<file path="config.mk">
export PLATFORM = sky130hd
export DESIGN_NAME = rpr_ctrl
export DESIGN_NICKNAME = d
export VERILOG_FILES = /design/src/rpr_pkg.sv /design/src/rpr_ctrl.sv
export SDC_FILE = /design/constraint.sdc
export NUM_CORES = 1
export LEC_CHECK = 0
export ABC_AREA = 1
export BUFFER_PORTS_ARGS = -buffer_cell sky130_fd_sc_hd__buf_2
export CORE_AREA = 2 2 39 41
export DETAILED_ROUTE_END_ITERATION = 12
export DIE_AREA = 0 0 41 43
export MAX_ROUTING_LAYER = met4
export SLEW_MARGIN = 10
export SYNTH_ARGS = -nofsm -noshare
export SYNTH_HDL_FRONTEND = slang
export SYNTH_SLANG_ARGS = --single-unit
</file>
<file path="constraint.sdc">
create_clock -name clk -period 1.1 [get_ports clk]
set_input_delay 0.055 -clock clk [delete_from_list [all_inputs] [get_ports clk]]
set_output_delay 0.055 -clock clk [all_outputs]
set_load 0.01 [all_outputs]
</file>
<file path="src/rpr_pkg.sv">
package rpr_pkg;

    localparam int MAX_RES         = 4;
    localparam int DEF_NUM_RES     = 4;
    localparam int DEF_HORIZON     = 1024;
    localparam int CMD_W           = 2;
    localparam int TIME_W          = 10;
    localparam int DUR_W           = 8;
    localparam int UNIT_W          = 8;
    localparam int USAGE_W         = 16;
    localparam int CFG_IDX_W       = 2;

    localparam logic [CMD_W-1:0] CMD_CHECK  = 2'd0;
    localparam logic [CMD_W-1:0] CMD_COMMIT = 2'd1;
    localparam logic [CMD_W-1:0] CMD_QUERY  = 2'd2;

    localparam logic [USAGE_W-1:0] USAGE_MAX = 16'hFFFF;

    typedef enum logic [2:0] {
        ST_CLEAR,
        ST_IDLE,
        ST_DECODE,
        ST_WALK,
        ST_DRAIN,
        ST_QREAD,
        ST_QCAP,
        ST_FINISH
    } state_t;

    typedef struct packed {
        logic load;
        logic clr_step;
        logic rd_issue;
        logic q_cap;
        logic out_load;
    } ctrl_cmd_t;

    typedef struct packed {
        logic clr_last;
        logic walk;
        logic qread;
        logic last;
    } dp_status_t;

endpackage

</file>
<file path="src/rpr_ctrl.sv">
module rpr_ctrl (
    input  logic                 clk,
    input  logic                 rst_n,
    input  logic                 in_valid,
    output logic                 in_ready,
    output logic                 out_valid,
    input  logic                 out_ready,
    input  rpr_pkg::dp_status_t  status,
    output rpr_pkg::ctrl_cmd_t   ctl
);
    import rpr_pkg::*;

    state_t state_reg;
    state_t state_next;
    logic   out_valid_reg;
    logic   out_valid_next;

    always_ff @(posedge clk or negedge rst_n)
    begin
        if (!rst_n)
        begin
            state_reg     <= ST_CLEAR;
            out_valid_reg <= 1'b0;
        end
        else
        begin
            state_reg     <= state_next;
            out_valid_reg <= out_valid_next;
        end
    end

    always_comb
    begin
        state_next = state_reg;
        ctl        = '0;
        in_ready   = 1'b0;
        unique case (state_reg)
            ST_CLEAR:
            begin
                ctl.clr_step = 1'b1;
                if (status.clr_last)
                begin
                    state_next = ST_IDLE;
                end
            end
            ST_IDLE:
            begin
                in_ready = 1'b1;
                if (in_valid)
                begin
                    ctl.load   = 1'b1;
                    state_next = ST_DECODE;
                end
            end
            ST_DECODE:
            begin
                priority if (status.walk)
                begin
                    state_next = ST_WALK;
                end
                else if (status.qread)
                begin
                    state_next = ST_QREAD;
                end
                else
                begin
                    state_next = ST_FINISH;
                end
            end
            ST_WALK:
            begin
                ctl.rd_issue = 1'b1;
                if (status.last)
                begin
                    state_next = ST_DRAIN;
                end
            end
            ST_DRAIN:
            begin
                state_next = ST_FINISH;
            end
            ST_QREAD:
            begin
                ctl.rd_issue = 1'b1;
                state_next   = ST_QCAP;
            end
            ST_QCAP:
            begin
                ctl.q_cap  = 1'b1;
                state_next = ST_FINISH;
            end
            ST_FINISH:
            begin
                if (!out_valid_reg || out_ready)
                begin
                    ctl.out_load = 1'b1;
                    state_next   = ST_IDLE;
                end
            end
            default:
            begin
                state_next = ST_IDLE;
            end
        endcase
    end

    always_comb
    begin
        out_valid_next = out_valid_reg;
        if (ctl.out_load)
        begin
            out_valid_next = 1'b1;
        end
        else if (out_ready)
        begin
            out_valid_next = 1'b0;
        end
    end

    assign out_valid = out_valid_reg;

endmodule

</file>
==> impl_metrics.tcl, run 1 <==
set metrics [dict create \
    avgViaCountPerCell 4.239 \
    slew_headroom_pct 89.12 \
    timing.fmax_ghz 0.8454 \
    finalHoldViolCount 0 \
    fillers 155 \
    cts_tree "done" \
    finClkSkew_ps 0.8863 \
    die_area_mm2 0.001763 \
    crit_buf_inv 2 \
    ys_types 13 \
    setup_slack_ps -82.93 \
    wl_per_cell_um 8.620 \
    rows 14 \
    initial_core_util_pct 22.97 \
    synth_top_cell_by_area "dfrtp_1" \
    final_common_cell "buf_2" \
    finalCriticalPeriod_ps 1183 \
    synth_top_cell_area_share_pct 31.50 \
    clk_latency_ps 230 \
    grt_pass1_vias 391 \
    drive_gt1_share_pct 56.58 \
    antennaDiodeCount 0 \
    max_cap_violations 0 \
    p_per_area_mw_per_mm2 2845 \
    grt_overflow 0 \
    synth_nets 61 \
    cp-end-kind "output pin" \
    fin_util_pct 38.07 \
    drt_wl_total_um 793 \
    grt_pass1_wl_mm 1.331 \
    largest_reg_flops 3 \
    clkTransAtPathRegs_ps 40 \
    synth_area_per_cell_um2 5.996 \
    setup_viol 9 \
    die_w_um 41 \
    via_count 390 \
    syn_to_final_growth_pct 65.75 \
    violations "negative setup slack" \
    crit_path_cell_trace "nor2_4 -> inv_2 -> o21bai_1 -> buf_2" \
    place_congestion 0.7732 \
    rsz0062_at_grt "yes" \
    drtPass1Iterations 4 \
    critPathMaxStageDelay_ps 450 \
    layout_common_cells "buf_2, nand2_1" \
    clockBufferDepth 2 \
    ir_drop_mv 0.8841 \
    slew_viol_final 0 \
    cp_max_fo 4 \
    syn_area_um2 317.8 \
    root_buffer "clkbuf_4" \
    coreArea_mm2 0.001384 \
    antenna_found_initial 0 \
    start_kind "flop" \
    dr.first_iter.drc_count 3 \
    ios 15 \
    grt_max_degree 6 \
    yosys_warnings 0 \
    die_h_um 43 \
    cts_made_buffers 3 \
    cts_sinks 4 \
    io_buffers 14 \
    worstMarginPinSlew_ps 162.6 \
    status "finished with violations" \
    arrival_ps 1130 \
    dp_hpwl_um 561.1 \
    synth-seq-cells 4 \
    htreeDepth 1 \
    route.detailed.drc 0 \
    antenna_left 0 \
    holdWs_ps 26.53 \
    synthTopCellsByArea "dfrtp_1, nand2_1, inv_1, nor2_1, nand3_1" \
    crit_type "reg2out" \
    cp_slowest_cell "dfrtp_2" \
    finalCritPeriodShare_pct 107.5 \
    dpl_worst_slack_ps -58.52 \
    synthCells 53 \
    p_leak_nw 0.3006 \
    nets 86 \
    crit_family "flip-flops" \
    gr-usage-all-layers_pct 11.23 \
    hp-class "in2reg" \
    power_mw 1.499 \
    cp.required_ps 1040 \
    yosysSeqAreaShare_pct 31.50 \
]
final cells by class:
cell class                      count  area (µm²)  share of cell area (%)
Timing Repair Buffer               22       140.1                   26.60
Multi-Input combinational cell     37       202.7                   38.48
Clock buffer                        3       22.52                   4.276
Sequential cell                     4       103.9                   19.72
Inverter                           10       37.54                   7.126
Tap cell                           16       20.02                   3.800
power breakdown:
| part | switching [mW] | internal [mW] |
|---|---|---|
| Combinational | 0.524 | 0.458 |
| Sequential | 0.108 | 0.233 |
| Clock | 0.0534 | 0.122 |
final timing paths:
kind	start	end	slack, ps	cells past startpoint
max	state_reg[1]$_DFFE_PN0P_	ctl[2]	-80	4
min	out_ready	out_valid$_DFFE_PN0P_	30	2
max reg2reg	state_reg[0]$_DFFE_PN0P_	state_reg[1]$_DFFE_PN0P_	-50	7
min reg2reg	out_valid$_DFFE_PN0P_	out_valid$_DFFE_PN0P_	540	2
max in group asynchronous	rst_n	state_reg[0]$_DFFE_PN0P_	810	2
min in group asynchronous	rst_n	state_reg[1]$_DFFE_PN0P_	160	2
synthesized netlist by cell type:
cell	count
o21bai_1	1
dfrtp_1	4
nand3_1	4
nand2_1	13
nor2_2	2
inv_2	2
inv_1	8
nor3_1	2
buf_4	1
nand2_2	3
buf_2	1
o21ai_0	4
nor2_1	8
repair_timing:
item | CTS | global route
buffers inserted | 5 | 0
setup endpoints to repair | 9 | 9
gates resized for setup | 12 | 6
pin swaps | 1 | 3
hold buffers | 1 | 0
hold endpoints to repair | 4 | 0
gates cloned | 0 | 0
layer usage:
layer | routed length (µm) | part of all wire, % | global-route usage, %
met4 | 0 | 0 | 8.000
met2 | 421 | 53 | 17.50
met1 | 330 | 42 | 12.26
met5 | 0 | 0 | -
met3 | 41 | 5.2 | 1.571
through the flow:
step / TNS, ps / cells / instance area, µm²
after floorplan: 0 / 53 / 317.8
final: -396.6 / 92 / 526.8
after CTS: -442.7 / 92 / 509.2
after detailed placement: -154.3 / 83 / 410.4
after global placement: -102.3 / 83 / 410.4
after global routing: -1037 / 92 / 526.8
logic make-up after synthesis:
| family | synth area share, % |
|---|---|
| AO/OA/AOI/OAI | 8.663 |
| buffers and inverters | 15.75 |
| AND/OR/NAND/NOR | 44.10 |
| flip-flops | 31.50 |
Note: power is estimated with default switching activity, not from simulation.
==> run 2: changes to the inputs <==
==> constraint.sdc (replaced) <==
create_clock -name clk -period 1.4 [get_ports clk]
set_input_delay 0.07 -clock clk [delete_from_list [all_inputs] [get_ports clk]]
set_output_delay 0.07 -clock clk [all_outputs]
set_load 0.01 [all_outputs]
==> run 2 against run 1 <==
Compared with the run above:
- the flow now finishes without violations
- sequential share of layout area rose by 3.1 points
- clock skew hardly changed
- setup slack gained 180 ps
- critical path depth is 1 higher
- global-route usage decreased by 2.1 points
- routed wire length down 14%
- worst hold slack gained 23 ps
- cell area decreased by 16%
- count of clock-buffer cells in the layout did not move
- combinational power fell by 45%
- total power is 37% lower
- largest power group unchanged
==> impl_metrics.tcl, run 2 (same netlist as run 1, synthesis figures left out) <==
set metrics [dict create \
    syn_to_final_growth_pct 39.76 \
    crit_family "flip-flops" \
    nets 81 \
    htreeDepth 1 \
    area.sequential_um2 101.3 \
    finClkSkew_ps 1.115 \
    slew_viol_final 0 \
    p_clk_share_pct 14.6 \
    power_frac_seq_pct 28.0 \
    arrival_ps 1230 \
    cts_tree "done" \
    clkTransAtPathRegs_ps 30 \
    hp-class "in2reg" \
    antenna_found_initial 0 \
    power_mw 0.9422 \
    grt_pass1_wl_mm 1.076 \
    finalCriticalPeriod_ps 1301 \
    layout_common_cells "buf_2, nand2_1, nor2_1, inv_1" \
    drtPass1Iterations 4 \
    setup_viol 0 \
    hold_depth 2 \
    rsz0062_at_grt "no" \
    crit_path_cell_trace "buf_4 -> nand2_2 -> nor2_1 -> o21bai_1 -> buf_2" \
    final_area_um2 444.2 \
    root_buffer "clkbuf_4" \
    worstMarginPinSlew_ps 298.1 \
    clockBufferDepth 2 \
    switchingPower_mw 0.4358 \
    gr-usage-all-layers_pct 9.166 \
    critPathMaxStageDelay_ps 430 \
    antenna_left 0 \
    grt_overflow 0 \
    clk_latency_ps 230 \
    slew_headroom_pct 80.13 \
    grt_pass1_vias 295 \
    rows 14 \
    multi_input_area_um2 167.7 \
    largest_reg_flops 3 \
    initial_core_util_pct 22.97 \
    wl_per_cell_um 7.851 \
    cp_max_fo 6 \
    cts_sinks 4 \
    finalHoldViolCount 0 \
    drt_wl_total_um 683 \
    p_per_area_mw_per_mm2 2121 \
    cp-end-kind "output pin" \
    finalCritPeriodShare_pct 92.95 \
    intPower_mw 0.5064 \
    crit_buf_inv 2 \
    die_area_mm2 0.001763 \
    die_w_um 41 \
    grt_max_degree 10 \
    r2r_cells 7 \
    io_buffers 14 \
    antennaDiodeCount 0 \
    start_kind "flop" \
    cts_made_buffers 3 \
    switching_share_pct 46.25 \
    avgViaCountPerCell 4.057 \
    p_leak_nw 0.2692 \
    crit_type "reg2out" \
    final_common_cell "buf_2" \
    postPlaceCellArea_um2 395.4 \
    place_congestion 0.7144 \
    via_count 353 \
    cp.depth 5 \
    drive_gt1_share_pct 38.03 \
    route.detailed.drc 0 \
    fillers 158 \
    cp.required_ps 1330 \
    timing.fmax_ghz 0.7685 \
    die_h_um 43 \
    ir_drop_mv 0.7775 \
    max_cap_violations 0 \
    combPwrFrac_pct 57.4 \
    dp_hpwl_um 538.4 \
    dr.first_iter.drc_count 1 \
    coreArea_mm2 0.001384 \
    fin_setup_tns_ps 0 \
    status "finished, final reports clean" \
    cp_slowest_cell "dfrtp_2" \
    ios 15 \
]
-- run 2: cell types whose count changed in the layout (fill, tap and decap cells not counted), sizes merged --
| cell | before | now |
|---|---|---|
| buf | 21 | 16 |
-- run 2: final timing paths --
| path | start | end | slack, ps |
|---|---|---|---|
| worst max-delay path | state_reg[0]$_DFFE_PN0P_ | ctl[2] | 100 |
| worst min-delay path | out_ready | out_valid$_DFFE_PN0P_ | 50 |
| worst max register to register | state_reg[0]$_DFFE_PN0P_ | state_reg[0]$_DFFE_PN0P_ | 200 |
| worst min register to register | out_valid$_DFFE_PN0P_ | out_valid$_DFFE_PN0P_ | 540 |
| max in group asynchronous | rst_n | state_reg[0]$_DFFE_PN0P_ | 1100 |
| min in group asynchronous | rst_n | state_reg[1]$_DFFE_PN0P_ | 170 |
-- run 2: layout make-up --
cell class,count,area share (%)
clock buffers,3,5.070
well taps,16,4.507
multi-input cells,37,37.75
inverters,10,8.451
flip-flops and latches,4,22.82
repair buffers,17,21.41
-- run 2: timing repair --
| item | CTS | global route |
|---|---|---|
| setup endpoints to repair | 0 | 2 |
| endpoints found under the hold margin | 4 | 0 |
| resized for setup | 0 | 1 |
| setup buffers | 0 | 2 |
| hold buffers | 1 | 0 |
-- run 2: metrics by stage --
step	setup WS (ps)	hold slack, ps	utilization (%)	std cells
after global placement	258.9	-124.2	28.57	81
after floorplan	350.4	-225.6	-	53
after CTS	23.22	42.01	30.92	85
final	98.73	49.99	32.10	87
after global routing	6.504	71.60	32.10	87
after detailed placement	245.7	-122.8	28.57	81
-- run 2: routing by layer --
metal	up-vias	GRT usage [%]	wire, µm
met4	0	8.000	0
li1	195	-	-
met2	8	12.19	320
met3	0	1.571	40
met1	150	11.29	322
met5	-	-	0
-- run 2: power by group through the flow --
stage	sequential (mW)	clock [mW]	combinational (mW)
2_1_floorplan	0.228	0	0.401
3_3_place_gp	0.267	0	0.492
3_5_place_dp	0.268	0	0.493
4_1_cts	0.267	0.145	0.498
5_1_grt	0.270	0.148	0.628
6_report	0.264	0.138	0.541
==> run 3: changes to the inputs <==
--- a/config.mk
+++ b/config.mk
@@ -5,7 +5,6 @@
 export SDC_FILE = /design/constraint.sdc
 export NUM_CORES = 1
 export LEC_CHECK = 0
-export ABC_AREA = 1
 export BUFFER_PORTS_ARGS = -buffer_cell sky130_fd_sc_hd__buf_2
 export CORE_AREA = 2 2 39 41
 export DETAILED_ROUTE_END_ITERATION = 12
==> run 3 against run 2 <==
Compared with the run above:
- total power decreased by 8.0%
- routed wire length shrank 16%
- die area unchanged
- count of clock-buffer cells in the layout is the same
- critical endpoint is now ctl[0]
- largest cell class unchanged
- highest routed layer unchanged
==> impl_metrics.tcl, run 3 <==
set metrics [dict create \
    largest_reg_flops 3 \
    htreeDepth 1 \
    route.detailed.drc 0 \
    cp_max_fo 8 \
    timing.rr.start "state_reg[2]$_DFFE_PN0P_" \
    worstMarginPinSlew_ps 329.7 \
    root_buffer "clkbuf_4" \
    hold_depth 2 \
    timing.fmax_ghz 0.7805 \
    layout_common_cells "buf_2, inv_1, nor2_1, and2_1, clkbuf_4" \
    antenna_found_initial 0 \
    crit_type "reg2out" \
    status "finished, final reports clean" \
    hold_end "out_valid$_DFFE_PN0P_" \
    clkTransAtPathRegs_ps 40 \
    cts_setup_buffers 0 \
    finalHoldViolCount 0 \
    dominantRegCellSynth "dfrtp_1" \
    yosys_warnings 0 \
    dpl_worst_slack_ps 257.4 \
    synth_area_per_cell_um2 9.237 \
    final_common_cell "buf_2" \
    clk_latency_ps 230 \
    drive_gt1_share_pct 52.08 \
    setup_slack_ps 118.8 \
    rsz0062_at_grt "no" \
    synth_nets 42 \
    r2r_cells 2 \
    power_mw 0.8669 \
    dr.first_iter.drc_count 0 \
    place_congestion 0.7405 \
    synth_most_common_cell "dfrtp_1" \
    dp_hpwl_um 464 \
    r2r_end "state_reg[1]$_DFFE_PN0P_" \
    cts_tree "done" \
    initial_core_util_pct 22.69 \
    cp.required_ps 1330 \
    rows 14 \
    crit_path_cell_trace "nand3_2 -> a21oi_2 -> buf_2" \
    clockBufferDepth 2 \
    rrSetupSlack_ps 370 \
    die_h_um 43 \
    ios 15 \
    drtPass1Iterations 1 \
    finClkSkew_ps 6.330 \
    ys_types 21 \
    grt_max_degree 12 \
    yosysSeqAreaShare_pct 31.87 \
    ir_drop_mv 0.7565 \
    synth_common_cells "dfrtp_1, and2_1, inv_1, nor2_1" \
    synthTopCellsByArea "dfrtp_1, buf_6, nand3_2, and2_1, nor3b_4" \
    cts_made_buffers 3 \
    drt_wl_total_um 572 \
    hp-class "in2reg" \
    gr-usage-all-layers_pct 8.136 \
    coreArea_mm2 0.001384 \
    die_area_mm2 0.001763 \
    hold_start "out_ready" \
    synthCells 34 \
    start_kind "flop" \
    grt_overflow 0 \
    syn_to_final_growth_pct 27.89 \
    nets 58 \
    avgViaCountPerCell 4.172 \
    slew_headroom_pct 78.02 \
    critPathMaxStageDelay_ps 520 \
    synth-seq-cells 4 \
    grt_pass1_wl_um 910 \
    antennaDiodeCount 0 \
    cts_sinks 4 \
    cp-end-kind "output pin" \
    synth_edf_count 0 \
    grt_pass1_vias 228 \
    slew_viol_final 0 \
    via_count 267 \
    max_cap_violations 0 \
    p_per_area_mw_per_mm2 2158 \
    p_leak_nw 0.1917 \
    synth_top_cell_by_area "dfrtp_1" \
    synth-async-reset-ratio_pct 100.0 \
    antenna_left 0 \
    synth_top_cell_area_share_pct 31.87 \
    setup_viol 0 \
    die_w_um 41 \
    arrival_ps 1210 \
    fin_setup_tns_ps 0 \
    fillers 153 \
    syn_area_um2 314.1 \
    finalCriticalPeriod_ps 1281 \
    wl_per_cell_um 8.938 \
    startpoint "state_reg[2]$_DFFE_PN0P_" \
    finalCritPeriodShare_pct 91.51 \
    io_buffers 14 \
    cp_slowest_cell "dfrtp_1" \
]
## run 3: changes by cell type in the layout (fill, tap and decap cells not counted), sizes merged, moves of 3 or more
cell | previous run | this run
a21oi | 0 | 3
inv | 10 | 3
nand2 | 16 | 1
and2 | 0 | 3
nor2 | 10 | 3
## run 3: timing repair
action / CTS / global route
hold buffers: 1 / 0
resized for setup: 0 / 2
hold endpoints to repair: 4 / 0
setup endpoints to repair: 0 / 3
## run 3: how the worst max path moves through the flow
| stage | to | depth (start not counted) | slack (ps) |
|---|---|---|---|
| after detailed placement | ctl[0] | 3 | 260 |
| after global placement | ctl[0] | 3 | 290 |
| after CTS | ctl[0] | 3 | 6 |
| final | ctl[0] | 3 | 120 |
| after floorplan | ctl[4] | 3 | 400 |
| after global routing | ctl[0] | 3 | 40 |
## run 3: through the flow
stage	hold slack [ps]	instance area, µm²	utilization (%)	instances
6_report	47.30	401.6	29.02	64
4_1_cts	36.20	399.1	28.84	64
3_3_place_gp	-120.1	366.6	26.49	60
5_1_grt	74.60	401.6	29.02	64
2_1_floorplan	-225.6	314.1	-	34
3_5_place_dp	-117.4	366.6	26.49	60
## run 3: layout make-up
type | count | area (µm²) | share of cell area (%)
multi-input combinational | 23 | 165.2 | 41.12
sequential | 4 | 102.6 | 25.55
timing repair buffer | 15 | 80.08 | 19.94
clock buffer | 3 | 22.52 | 5.607
tap | 16 | 20.02 | 4.984
inverter | 3 | 11.26 | 2.804
## run 3: per-layer routing
layer | vias up | global-route usage (%) | wire (µm)
met5 | - | - | 0
met4 | 0 | 8.000 | 0
met3 | 0 | 1.571 | 59
met2 | 11 | 8.750 | 247
met1 | 114 | 11.61 | 265
li1 | 142 | - | -
## run 3: cells by family (layout without fill, tap and decap cells)
kind of cell	after synthesis	count (layout)	synth area share, %
AOI/OAI and AO/OA	9	9	20.72
xor gates and xnor gates	1	1	2.789
buffers and inverters	7	21	15.54
and+or+nand+nor	13	13	29.08
DFF	4	4	31.87
## run 3: power breakdown
part	total (mW)	switching (mW)	internal [mW]	leakage (nW)
clock	0.141	0.0450	0.0957	0.0138
combinational	0.403	0.192	0.212	0.134
sequential	0.323	0.143	0.180	0.0438
total	0.867	0.380	0.487	0.192
## run 3: critical path, delay by kind of cell, from the launching register on
| kind | cells | cell delay, ps |
|---|---|---|
| buffers and inverters | 1 | 160 |
| DFF | 1 | 520 |
| AOI/OAI and AO/OA | 1 | 180 |
| and+or+nand+nor | 1 | 120 |
